`config.mk`:
```
export PLATFORM = sky130hd
export DESIGN_NAME = tcse_seq
export DESIGN_NICKNAME = d
export VERILOG_FILES = /design/src/rtl/core/tcse_pkg.sv /design/src/rtl/core/tcse_seq.sv
export SDC_FILE = /design/constraint.sdc
export NUM_CORES = 1
export LEC_CHECK = 0
export BUFFER_PORTS_ARGS = -buffer_cell sky130_fd_sc_hd__buf_4
export CORE_MARGIN = 2
export CORE_UTILIZATION = 46
export CTS_CLUSTER_SIZE = 40
export DETAILED_ROUTE_END_ITERATION = 10
export PLACE_DENSITY = 0.65
export SLEW_MARGIN = 5
export SYNTH_ARGS = -nofsm -noshare
export SYNTH_HDL_FRONTEND = slang
export SYNTH_SLANG_ARGS = --single-unit
```
`constraint.sdc`:
```
create_clock -name clk -period 3.2 [get_ports clk]
set_input_delay 0.48 -clock clk [delete_from_list [all_inputs] [get_ports clk]]
set_output_delay 0.48 -clock clk [all_outputs]
set_load 0.02 [all_outputs]
```
`src/rtl/core/tcse_pkg.sv`:
```
`timescale 1ns / 1ps
`default_nettype none

package tcse_pkg;

  // Default screen geometry.
  localparam int COLUMNS_DEF = 80;
  localparam int ROWS_DEF    = 25;

  // Field widths fixed by the command and result formats.
  localparam int KIND_W  = 2;
  localparam int CHAR_W  = 8;
  localparam int POS_W   = 11;
  localparam int CELL_W  = 16;
  localparam int COLOR_W = 4;
  localparam int APB_AW  = 3;
  localparam int APB_DW  = 32;

  // Character codes and the attribute used by the power-on clear.
  localparam logic [CHAR_W-1:0] CH_NEWLINE   = 8'h0A;
  localparam logic [CHAR_W-1:0] CH_BACKSPACE = 8'h08;
  localparam logic [CHAR_W-1:0] CH_SPACE     = 8'h20;
  localparam logic [CHAR_W-1:0] RESET_ATTR   = 8'h0F;

  // Register select, taken from the word address bit of paddr.
  localparam logic REG_FG = 1'b0;
  localparam logic REG_BG = 1'b1;

  typedef enum logic [KIND_W-1:0] {
    KIND_PUT,
    KIND_CLEAR,
    KIND_SETCUR,
    KIND_READ
  } kind_t;

  // Datapath operations selected by the control word.
  typedef enum logic [3:0] {
    OP_IDLE,
    OP_FILL_RESET,
    OP_PUT,
    OP_READ_UP,
    OP_COPY,
    OP_FILL_BLANK,
    OP_SCROLL_END,
    OP_HOME,
    OP_SETC,
    OP_ROW_STEP,
    OP_NOP
  } op_t;

  // Branch conditions of the microprogram.
  typedef enum logic [2:0] {
    C_ALWAYS,
    C_DISPATCH,
    C_PUT_OVER,
    C_MORE_COPY,
    C_MORE_FILL,
    C_ROW_AHEAD
  } cond_t;

  // Microprogram addresses.
  typedef enum logic [3:0] {
    S_IDLE,
    S_INIT,
    S_PUT,
    S_SCR_RD,
    S_SCR_WR,
    S_SCR_FILL,
    S_SCR_END,
    S_CLR_FILL,
    S_CLR_END,
    S_SETC,
    S_SETC_ROW,
    S_READ
  } step_t;

  typedef struct packed {
    op_t   op;
    cond_t cond;
    step_t tgt_t;
    step_t tgt_f;
  } ucode_t;

  // Control from the sequencer to the datapath.
  typedef struct packed {
    op_t  op;
    logic accept;
    logic done;
  } ctl_t;

  // Status from the datapath back to the sequencer.
  typedef struct packed {
    logic put_over;
    logic ptr_copy_last;
    logic ptr_last;
    logic row_ahead;
  } stat_t;

  // The control store: one word per step, jump to tgt_t when the
  // condition holds, else to tgt_f (a dispatch goes to the command entry).
  function automatic ucode_t ucode_rom(step_t s);
    ucode_t w;
    case (s)
      S_IDLE:     w = '{OP_IDLE,       C_DISPATCH,  S_IDLE,     S_IDLE};
      S_INIT:     w = '{OP_FILL_RESET, C_MORE_FILL, S_INIT,     S_IDLE};
      S_PUT:      w = '{OP_PUT,        C_PUT_OVER,  S_SCR_RD,   S_IDLE};
      S_SCR_RD:   w = '{OP_READ_UP,    C_ALWAYS,    S_SCR_WR,   S_SCR_WR};
      S_SCR_WR:   w = '{OP_COPY,       C_MORE_COPY, S_SCR_RD,   S_SCR_FILL};
      S_SCR_FILL: w = '{OP_FILL_BLANK, C_MORE_FILL, S_SCR_FILL, S_SCR_END};
      S_SCR_END:  w = '{OP_SCROLL_END, C_ALWAYS,    S_IDLE,     S_IDLE};
      S_CLR_FILL: w = '{OP_FILL_BLANK, C_MORE_FILL, S_CLR_FILL, S_CLR_END};
      S_CLR_END:  w = '{OP_HOME,       C_ALWAYS,    S_IDLE,     S_IDLE};
      S_SETC:     w = '{OP_SETC,       C_ALWAYS,    S_SETC_ROW, S_SETC_ROW};
      S_SETC_ROW: w = '{OP_ROW_STEP,   C_ROW_AHEAD, S_SETC_ROW, S_IDLE};
      S_READ:     w = '{OP_NOP,        C_ALWAYS,    S_IDLE,     S_IDLE};
      default:    w = '{OP_NOP,        C_ALWAYS,    S_IDLE,     S_IDLE};
    endcase
    return w;
  endfunction

  // Entry point of each command.
  function automatic step_t entry_of(kind_t k);
    step_t s;
    case (k)
      KIND_PUT:    s = S_PUT;
      KIND_CLEAR:  s = S_CLR_FILL;
      KIND_SETCUR: s = S_SETC;
      KIND_READ:   s = S_READ;
      default:     s = S_IDLE;
    endcase
    return s;
  endfunction

endpackage

`default_nettype wire

```
`src/rtl/core/tcse_seq.sv`:
```
`timescale 1ns / 1ps
`default_nettype none

module tcse_seq (
  input  wire logic                        clk,
  input  wire logic                        rst,
  input  wire logic                        start,
  input  wire logic [tcse_pkg::KIND_W-1:0] kind,
  input  wire tcse_pkg::stat_t             stat,
  output tcse_pkg::ctl_t                   ctl,
  output logic                             busy
);

  tcse_pkg::step_t  step;
  tcse_pkg::step_t  step_next;
  tcse_pkg::ucode_t uw;
  logic             taken;

  // Fetch the control word of the current step.
  assign uw = tcse_pkg::ucode_rom(step);

  // Evaluate the branch condition.
  always_comb begin
    case (uw.cond)
      tcse_pkg::C_ALWAYS:    taken = 1'b1;
      tcse_pkg::C_DISPATCH:  taken = start;
      tcse_pkg::C_PUT_OVER:  taken = stat.put_over;
      tcse_pkg::C_MORE_COPY: taken = !stat.ptr_copy_last;
      tcse_pkg::C_MORE_FILL: taken = !stat.ptr_last;
      tcse_pkg::C_ROW_AHEAD: taken = stat.row_ahead;
      default:               taken = 1'b0;
    endcase
  end

  // Next step address; a dispatch jumps to the entry of the command.
  always_comb begin
    if (uw.cond == tcse_pkg::C_DISPATCH) begin
      step_next = taken ? tcse_pkg::entry_of(tcse_pkg::kind_t'(kind)) : uw.tgt_f;
    end else begin
      step_next = taken ? uw.tgt_t : uw.tgt_f;
    end
  end

  assign busy       = (step != tcse_pkg::S_IDLE);
  assign ctl.op     = uw.op;
  assign ctl.accept = (step == tcse_pkg::S_IDLE) && start;
  // A command finishes on the step that returns to idle; the power-on
  // clearing pass produces no result.
  assign ctl.done   = busy && (step != tcse_pkg::S_INIT) && (step_next == tcse_pkg::S_IDLE);

  // Step counter; reset starts the clearing pass.
  always_ff @(posedge clk) begin
    if (rst) begin
      step <= tcse_pkg::S_INIT;
    end else begin
      step <= step_next;
    end
  end

endmodule

`default_nettype wire

```
==> parameters.txt, run 1 <==
Parameter                              Value

Logic synthesis
  Complex-gate fraction of the synthesized area ... 19.8%
  YS warnings ... 0
  Post-synth top flop ... sky130_fd_sc_hd__dfxtp_1
  Number of synthesized flops with an enable pin ... 0
  Synth Instances ... 111
  Portion of synthesized cell area occupied by the leading cell type ... 37.0%
  Synth Area in XOR/XNOR ... 0%
  Share of synthesized cell area in and, or, nand and nor gates ... 15.8%
  Area of the mapped netlist ... 1030 sq um
  Largest family of logic cells by synthesized area ... compound AO/OA/AOI/OAI gates
  Post-synthesis cell type with the largest combined area ... sky130_fd_sc_hd__dfxtp_1
  Cell types with the largest area share after synthesis ... sky130_fd_sc_hd__dfxtp_1, sky130_fd_sc_hd__ha_1, sky130_fd_sc_hd__mux2i_1
  Post-synthesis adder-cell area fraction ... 8.52%
  Proportion of register bits with asynchronous set or reset after synthesis ... 0%
  Share of the yosys chip area belonging to registers ... 37.0%
  Most frequent cells after synthesis ... sky130_fd_sc_hd__dfxtp_1, sky130_fd_sc_hd__inv_1, sky130_fd_sc_hd__nor2_1
  Leading cell type by number of instances after synthesis ... sky130_fd_sc_hd__dfxtp_1
  Synthesized net count ... 127
  Proportion of synthesized area in mux cells ... 8.03%
  Mapped Avg Cell Area ... 9.27 sq um
  Yosys cell types ... 41
  Number of flip-flops and latches in the synthesized netlist ... 19

GRT
  Total gr overflow ... 0
  Met2 layer usage reported by global route ... 24.9%
  Met1 usage in global routing ... 23.7%
  Largest net degree at the start of global routing ... 13
  Met3 demand-to-capacity share in global routing ... 2.63%
  Global-route wire length before repair ... 3.17 mm
  Vias in the first global route ... 710
  Initial antenna violation count ... 0
  Most Used Layer, Global Route ... met2
  Combined global-route utilization of all metal layers ... 16.6%

Floorplanning
  Starting Density ... 47.4%
  Core Region ... 2170 sq um
  Die footprint ... 2630 sq um
  Chip width ... 51.3 microns
  Io pins ... 16
  DIE HEIGHT ... 51.3 microns
  Site Rows ... 17

Clock tree
  Clock Tree Root ... sky130_fd_sc_hd__clkbuf_4
  Num Clock Sinks ... 19
  Cts bufs inserted ... 3
  CTS tree ... built
  Clock buffer depth ... 2
  Post-CTS setup-driven buffer insertion count ... 0
  Hold Buf Count CTS ... 0
  Cts repair resizes ... 0
  Later-pin clock latency in the skew report ... 0.30 ns
  Clock transition at path regs ... 0.11 ns
  H-tree depth ... 1

Outcome
  Outcome ... complete, no violations

STA
  Final-report hold violation count ... 0
  Final Setup Violations ... 0
  Post-Route Setup TNS ... 0 ns
  Actual slew at the worst max-slew pin ... 0.460 ns
  Min Hold Slack ... 0.450 ns
  Clock tree skew after final layout ... 0.00779 ns
  Fin crit share ... 90.4%
  Relative max-transition margin ... 69.1%
  Final Max Tran Viols ... 0
  Final period demand of the worst path ... 2.89 ns
  Unrepaired setup endpoints after global routing ... false
  Highest attainable clock frequency ... 346 MHz

Cells and area
  Fin nets ... 141
  Total area of multi-input combinational cells ... 537 sq um
  Area of all sequential standard cells ... 380 sq um
  Fill cell instance count of the final layout ... 210
  Non-filler instance count after layout ... 152
  Area growth from synthesis to layout ... 12.9%
  Share of post-route cells with drive strength above 1 ... 24.2%
  Antenna Diode Count ... 0

Place
  Buffers added on ports ... 15
  RD Place Congestion ... 0.816
  Placed insts ... 148
  Post-DP HPWL ... 1.51 mm

Drt
  Remaining DRCs ... 0
  Initial detailed-routing violation count ... 10
  Antenna viol nets, final ... 0
  Routed len/inst ... 13.1 microns
  DR vias/cell ... 5.37
  Total number of vias ... 816
  Final Routed Wirelength ... 2.00 mm
  Detailed Routing Iterations Pass 1 ... 4

Worst setup path
  CP Class ... reg2out
  Kind of end point of the critical path ... output port
  Required time of the worst setup path ... 2.72 ns
  Peak fanout along the critical path ... 8
  Launch point of the critical path ... uw[8]
  CP Launch Type ... register
  CP arrival ... 2.41 ns
  Worst R2R Start ... uw[8]
  Number of cells on the worst reg-to-reg path ... 10

Job
  # Max-Cap Violations ... 0

Worst hold path
  Startpoint of the worst hold path ... rst
  Cell depth of the worst min-delay path ... 2
  Worst min-delay path category ... in2reg

Pwr
  Worst IR Drop VDD ... 579 uV
  Static leakage power ... 0.000532 uW
  P per Cell Area ... 1050 nW/um^2
  Total power consumption of the routed design ... 1220 uW
[power by group]
part           total (uW)  leakage, uW  internal [uW]  switching, uW
registers             376     0.000157            330           46.1
logic                 720     0.000358            295            425
clock network         121    0.0000177           46.5           75.0
[layer usage]
layer / part of all wire (%) / routed length, microns
met2: 43 / 850
met1: 50 / 998
met3: 4.7 / 93
met4: 2.7 / 54
met5: 0 / 0
[registers in the layout (all words and copies together) (netlist names)]
register / flops
step: 4
uw: 15
[placed cells by master (no fill, tap or decap), drive strengths merged, types with 5 or more instances in the layout]
cell	count
a21oi	7
buf	17
dfxtp	19
ha	7
inv	12
mux2i	6
nor2	9
o21ai	5
[worst paths after layout]
kind | end | slack [ns]
setup reg to reg | uw[5] | 0.43
setup / recovery | ctl[0] | 0.31
hold / removal | uw[3] | 0.45
hold reg to reg | uw[2] | 0.68
[critical path: stages, from the launching register on]
cell and delay (ns):
sky130_fd_sc_hd__dfxtp_1 0.41, sky130_fd_sc_hd__and2b_1 0.21, sky130_fd_sc_hd__a211oi_2 0.28, sky130_fd_sc_hd__or2_1 0.35, sky130_fd_sc_hd__mux2_2 0.42, sky130_fd_sc_hd__nand2b_1 0.17, sky130_fd_sc_hd__nor2_1 0.13, sky130_fd_sc_hd__buf_4 0.15
[area by class of cell]
| cell class | instances | share of cell area (%) |
|---|---|---|
| multi-input cells | 71 | 46.2 |
| flip-flops and latches | 19 | 32.8 |
| repair buffers | 17 | 11.0 |
| inverters | 13 | 4.63 |
| well taps | 28 | 3.02 |
| clock buffers | 3 | 1.94 |
| clock inverters | 1 | 0.431 |
[through the flow]
stage | setup WS, ns | area (sq um) | util (%)
after floorplan | 0.573 | 1030 | -
after global placement | 0.403 | 1130 | 52.2
after detailed placement | 0.363 | 1130 | 52.2
after CTS | 0.311 | 1160 | 53.5
after global routing | 0.120 | 1160 | 53.5
final | 0.308 | 1160 | 53.5
[cells by family (layout without fill, tap and decap cells)]
family,Yosys count,in the layout
muxes,8,8
buffers and inverters,21,34
and+or+nand+nor,28,28
AOI/OAI and AO/OA,28,28
adders and majority gates,7,7
DFF,19,19
(Power assumes the default switching activity.)
==> run 2: changes to the inputs <==
--- a/config.mk
+++ b/config.mk
@@ -10,7 +10,8 @@
 export CORE_UTILIZATION = 46
 export CTS_CLUSTER_SIZE = 40
 export DETAILED_ROUTE_END_ITERATION = 10
-export PLACE_DENSITY = 0.65
+export PLACE_DENSITY = 0.78
+export SKIP_CTS_REPAIR_TIMING = 1
 export SLEW_MARGIN = 5
 export SYNTH_ARGS = -nofsm -noshare
 export SYNTH_HDL_FRONTEND = slang
==> parameters.txt, run 2 (synthesis results as in run 1) <==
Parameter                              Value

Floorplanning
  Site Rows ... 17 (unchanged)
  Chip width ... 51.3 microns (unchanged)
  Io pins ... 16 (unchanged)
  Core Region ... 2170 sq um (unchanged)
  Die footprint ... 2630 sq um (unchanged)
  Starting Density ... 47.4% (unchanged)
  DIE HEIGHT ... 51.3 microns (unchanged)

Cells and area
  Final cell area excluding filler cells ... 1160 sq um (unchanged)
  Most common library cell in the layout ignoring fill and taps ... sky130_fd_sc_hd__dfxtp_1
  Share of post-route cells with drive strength above 1 ... 24.2% (unchanged)
  Number of flip-flops in the largest register ... 15 (unchanged)
  Total area of multi-input combinational cells ... 537 sq um (unchanged)
  Top library cells by usage in the layout, fill and taps aside ... sky130_fd_sc_hd__dfxtp_1, sky130_fd_sc_hd__buf_4, sky130_fd_sc_hd__inv_1
  Fin nets ... 141 (unchanged)
  Fill cell instance count of the final layout ... 204 (-2.9%)
  Area of all sequential standard cells ... 380 sq um (unchanged)
  Area growth from synthesis to layout ... 12.9% (unchanged)
  Antenna Diode Count ... 0 (unchanged)

Drt
  Detailed Routing Iterations Pass 1 ... 4 (unchanged)
  Routed len/inst ... 13.7 microns (+4.5%)
  Final Routed Wirelength ... 2.09 mm (+4.5%)
  Remaining DRCs ... 0 (unchanged)
  Antenna viol nets, final ... 0 (unchanged)
  Total number of vias ... 829 (+1.6%)
  DR vias/cell ... 5.45 (+1.6%)
  Initial detailed-routing violation count ... 20 (+10)

GRT
  Global-route wire length before repair ... 3.39 mm (+6.7%)
  Total gr overflow ... 0 (unchanged)
  Largest net degree at the start of global routing ... 13 (unchanged)
  Initial antenna violation count ... 0 (unchanged)
  Combined global-route utilization of all metal layers ... 17.6% (+0.99 points)
  Vias in the first global route ... 769 (+8.3%)

Pwr
  Worst IR Drop VDD ... 567 uV (-2.1%)
  Static leakage power ... 0.000532 uW (unchanged)
  P per Cell Area ... 1050 nW/um^2 (+0.54%)
  Total power consumption of the routed design ... 1220 uW (+0.54%)

STA
  Unrepaired setup endpoints after global routing ... false
  Fin crit share ... 91.1% (+0.75 points)
  Post-route worst setup slack ... 0.284 ns (-0.0242 ns)
  Post-Route Setup TNS ... 0 ns (unchanged)
  Min Hold Slack ... 0.456 ns (+0.00588 ns)
  Clock tree skew after final layout ... 0.000436 ns (-0.00736 ns)
  Final period demand of the worst path ... 2.92 ns (+0.0242 ns)
  Actual slew at the worst max-slew pin ... 0.454 ns (-0.00640 ns)
  Final-report hold violation count ... 0 (unchanged)
  Final Setup Violations ... 0 (unchanged)
  Final Max Tran Viols ... 0 (unchanged)
  Highest attainable clock frequency ... 343 MHz (-0.83%)
  Relative max-transition margin ... 69.5% (+0.37 points)

Clock tree
  H-tree depth ... 1 (unchanged)
  Cts bufs inserted ... 3 (unchanged)
  Later-pin clock latency in the skew report ... 0.30 ns (about the same)
  Clock buffer depth ... 2 (unchanged)
  Num Clock Sinks ... 19 (unchanged)
  Clock transition at path regs ... 0.11 ns (about the same)
  CTS tree ... built
  Clock Tree Root ... sky130_fd_sc_hd__clkbuf_4

Worst setup path
  CP Class ... reg2out
  CP arrival ... 2.44 ns (+0.03 ns)
  Peak fanout along the critical path ... 8 (unchanged)
  Kind of end point of the critical path ... output port
  CP Launch Type ... register
  Required time of the worst setup path ... 2.72 ns (about the same)

Worst hold path
  Worst min-delay path category ... in2reg

Place
  Area after DPL ... 1130 sq um (unchanged)
  Placement-stage worst setup slack ... 0.335 ns (-0.0279 ns)
  Buffers added on ports ... 15 (unchanged)
  Post-DP HPWL ... 1.52 mm (+0.22%)
  RD Place Congestion ... 0.779 (-4.6%)

Outcome
  Outcome ... complete, no violations

Job
  # Max-Cap Violations ... 0 (unchanged)
-- run 2: cell counts in the layout (fill, tap and decap cells not counted) --
No cell type changed its count.
-- run 2: routing by layer --
metal	up-vias	track usage [%]	part of all wire (%)
li1	412	-	-
met1	374	21.3	44
met2	36	28.4	47
met3	7	2.92	5.4
met4	0	11.8	2.7
met5	-	0	0
-- run 2: through the flow --
step,utilization (%),std cells
after floorplan,-,111
after global placement,52.2,148
after detailed placement,52.2,148
after CTS,53.5,152
after global routing,53.5,152
final,53.5,152
-- run 2: final cells by class --
cell class	instances	share of cell area (%)
multi-input cells	71	46.2
flip-flops and latches	19	32.8
repair buffers	17	11.0
inverters	13	4.63
well taps	28	3.02
clock buffers	3	1.94
clock inverters	1	0.431
-- run 2: worst paths after layout --
kind / from / cells after the start / slack (ns) / end
worst max-delay path: uw[8] / 7 / 0.28 / ctl[0]
worst min-delay path: rst / 2 / 0.46 / uw[3]
worst max register to register: uw[8] / 10 / 0.36 / uw[5]
worst min register to register: uw[0] / 3 / 0.68 / uw[11]
-- run 2: report_power, final --
part / internal (uW) / leakage [uW] / total [uW] / switching (uW)
logic: 296 / 0.000358 / 724 / 428
clock network: 46.7 / 0.0000177 / 123 / 76.0
registers: 330 / 0.000157 / 378 / 47.5
-- run 2: worst max-delay path: stages, from the launching register on --
cell and delay (ns):
sky130_fd_sc_hd__dfxtp_1 0.42, sky130_fd_sc_hd__and2b_1 0.21, sky130_fd_sc_hd__a211oi_2 0.30, sky130_fd_sc_hd__or2_1 0.35, sky130_fd_sc_hd__mux2_2 0.42, sky130_fd_sc_hd__nand2b_1 0.17
sky130_fd_sc_hd__nor2_1 0.12, sky130_fd_sc_hd__buf_4 0.15
==> run 3: changes to the inputs <==
==> constraint.sdc (replaced) <==
create_clock -name clk -period 3.2 [get_ports clk]
set_input_delay 0.16 -clock clk [delete_from_list [all_inputs] [get_ports clk]]
set_output_delay 0.16 -clock clk [all_outputs]
set_load 0.02 [all_outputs]
==> parameters.txt, run 3 (synthesis results as in run 1) <==
Parameter                              Value

Outcome
  Outcome ... complete, no violations

Drt
  Total number of vias ... 826 (-0.36%)
  Final Routed Wirelength ... 2.07 mm (-0.96%)
  Initial detailed-routing violation count ... 26 (+30%)
  Detailed Routing Iterations Pass 1 ... 4 (unchanged)
  Remaining DRCs ... 0 (unchanged)
  Routed len/inst ... 13.6 microns (-0.96%)
  Antenna viol nets, final ... 0 (unchanged)
  DR vias/cell ... 5.43 (-0.36%)

Worst setup path
  Kind of end point of the critical path ... register
  Internal reg-to-reg setup slack ... 0.48 ns (+0.12 ns)
  CP Class ... reg2reg
  Required time of the worst setup path ... 3.47 ns (+0.75 ns)
  CP arrival ... 2.99 ns (+0.55 ns)
  Peak fanout along the critical path ... 8 (unchanged)
  CP Launch Type ... register

STA
  Final period demand of the worst path ... 2.72 ns (-0.197 ns)
  Highest attainable clock frequency ... 368 MHz (+7.2%)
  Final Max Tran Viols ... 0 (unchanged)
  Actual slew at the worst max-slew pin ... 0.463 ns (+0.00940 ns)
  Post-Route Setup TNS ... 0 ns (unchanged)
  Min Hold Slack ... 0.109 ns (-0.347 ns)
  Fin crit share ... 85.0% (-6.1 points)
  Final Setup Violations ... 0 (unchanged)
  Unrepaired setup endpoints after global routing ... false
  Relative max-transition margin ... 68.9% (-0.58 points)
  Final-report hold violation count ... 0 (unchanged)
  Clock tree skew after final layout ... 0.00619 ns (+0.00576 ns)

Place
  Buffers added on ports ... 15 (unchanged)
  Post-DP HPWL ... 1.55 mm (+2.2%)
  RD Place Congestion ... 0.751 (-3.5%)

GRT
  Largest net degree at the start of global routing ... 13 (unchanged)
  Combined global-route utilization of all metal layers ... 17.4% (-0.13 points)
  Total gr overflow ... 0 (unchanged)
  Global-route wire length before repair ... 3.42 mm (+1.0%)
  Initial antenna violation count ... 0 (unchanged)
  Vias in the first global route ... 774 (+0.65%)

Floorplanning
  Site Rows ... 17 (unchanged)
  Core Region ... 2170 sq um (unchanged)
  DIE HEIGHT ... 51.3 microns (unchanged)
  Starting Density ... 47.4% (unchanged)
  Io pins ... 16 (unchanged)
  Chip width ... 51.3 microns (unchanged)
  Die footprint ... 2630 sq um (unchanged)

Cells and area
  Top library cells by usage in the layout, fill and taps aside ... sky130_fd_sc_hd__dfxtp_1, sky130_fd_sc_hd__buf_4, sky130_fd_sc_hd__inv_1
  Antenna Diode Count ... 0 (unchanged)
  Most common library cell in the layout ignoring fill and taps ... sky130_fd_sc_hd__dfxtp_1
  Share of post-route cells with drive strength above 1 ... 24.2% (unchanged)
  Fin nets ... 141 (unchanged)
  Fill cell instance count of the final layout ... 224 (+9.8%)
  Number of flip-flops in the largest register ... 15 (unchanged)
  Area growth from synthesis to layout ... 12.9% (unchanged)

Job
  # Max-Cap Violations ... 0 (unchanged)

Pwr
  P per Cell Area ... 1050 nW/um^2 (-0.48%)
  Cell internal pwr ... 671 uW (-0.33%)
  Register share of total power ... 30.8% (about the same)
  Logic pwr share ... 58.9% (-0.2 points)
  Static leakage power ... 0.000532 uW (unchanged)
  Worst IR Drop VDD ... 446 uV (-21%)
  Net switching power ... 548 uW (-0.66%)
  Sw Share ... 45.0% (-0.082 points)
  Clock share of power ... 10.4% (+0.4 points)

Clock tree
  H-tree depth ... 1 (unchanged)
  Clock buffer depth ... 2 (unchanged)
  Later-pin clock latency in the skew report ... 0.32 ns (+0.02 ns)
  CTS tree ... built
  Cts bufs inserted ... 3 (unchanged)
  Clock transition at path regs ... 0.11 ns (about the same)
  Num Clock Sinks ... 19 (unchanged)
  Clock Tree Root ... sky130_fd_sc_hd__clkbuf_4

Worst hold path
  Worst min-delay path category ... in2reg
run 3: cell counts in the layout (fill, tap and decap cells not counted):
No cell type changed its count.
run 3: cell type report:
cell class / instances / area (sq um) / share of cell area (%)
clock inverter: 1 / 5.00 / 0.431
multi-input combinational: 71 / 537 / 46.2
inverter: 13 / 53.8 / 4.63
timing repair buffer: 17 / 128 / 11.0
clock buffer: 3 / 22.5 / 1.94
tap: 28 / 35.0 / 3.02
sequential: 19 / 380 / 32.8
run 3: critical path, stage by stage, from the launching register on:
cell                       delay [ns]
sky130_fd_sc_hd__dfxtp_1         0.41
sky130_fd_sc_hd__and2b_1         0.21
sky130_fd_sc_hd__a211oi_2        0.30
sky130_fd_sc_hd__or2_1           0.35
sky130_fd_sc_hd__mux2_2          0.42
sky130_fd_sc_hd__nor2_1          0.16
sky130_fd_sc_hd__buf_4           0.16
sky130_fd_sc_hd__ha_1            0.25
sky130_fd_sc_hd__inv_1           0.05
sky130_fd_sc_hd__o21ai_0         0.16
sky130_fd_sc_hd__o221a_2         0.21
run 3: through the flow:
stage / cells / utilization, % / instance area, sq um / worst slack (ns) / power (uW)
5_1_grt: 152 / 53.5 / 1160 / 0.235 / 1320
3_5_place_dp: 148 / 52.2 / 1130 / 0.523 / 1090
2_1_floorplan: 111 / - / 1030 / 0.646 / 950
4_1_cts: 152 / 53.5 / 1160 / 0.494 / 1220
3_3_place_gp: 148 / 52.2 / 1130 / 0.612 / 1070
6_report: 152 / 53.5 / 1160 / 0.481 / 1220
run 3: final timing paths:
check / from / to / cells past startpoint
max: uw[8] / uw[12] / 10
min: rst / uw[3] / 2
max reg2reg: uw[8] / uw[12] / 10
min reg2reg: uw[0] / uw[11] / 3
run 3: routing by layer:
| metal | GRT usage (%) | up-vias | wire, microns |
|---|---|---|---|
| li1 | - | 412 | - |
| met4 | 9.21 | 0 | 56 |
| met3 | 0.877 | 5 | 79 |
| met1 | 21.3 | 389 | 909 |
| met2 | 30.7 | 20 | 1020 |
| met5 | 0 | - | 0 |
run 3: power groups by stage:
stage | Sequential [uW] | Combinational, uW | Clock (uW)
3_3_place_gp | 379 | 694 | 0
2_1_floorplan | 369 | 581 | 0
6_report | 375 | 717 | 126
5_1_grt | 386 | 798 | 138
3_5_place_dp | 381 | 708 | 0
4_1_cts | 376 | 714 | 127
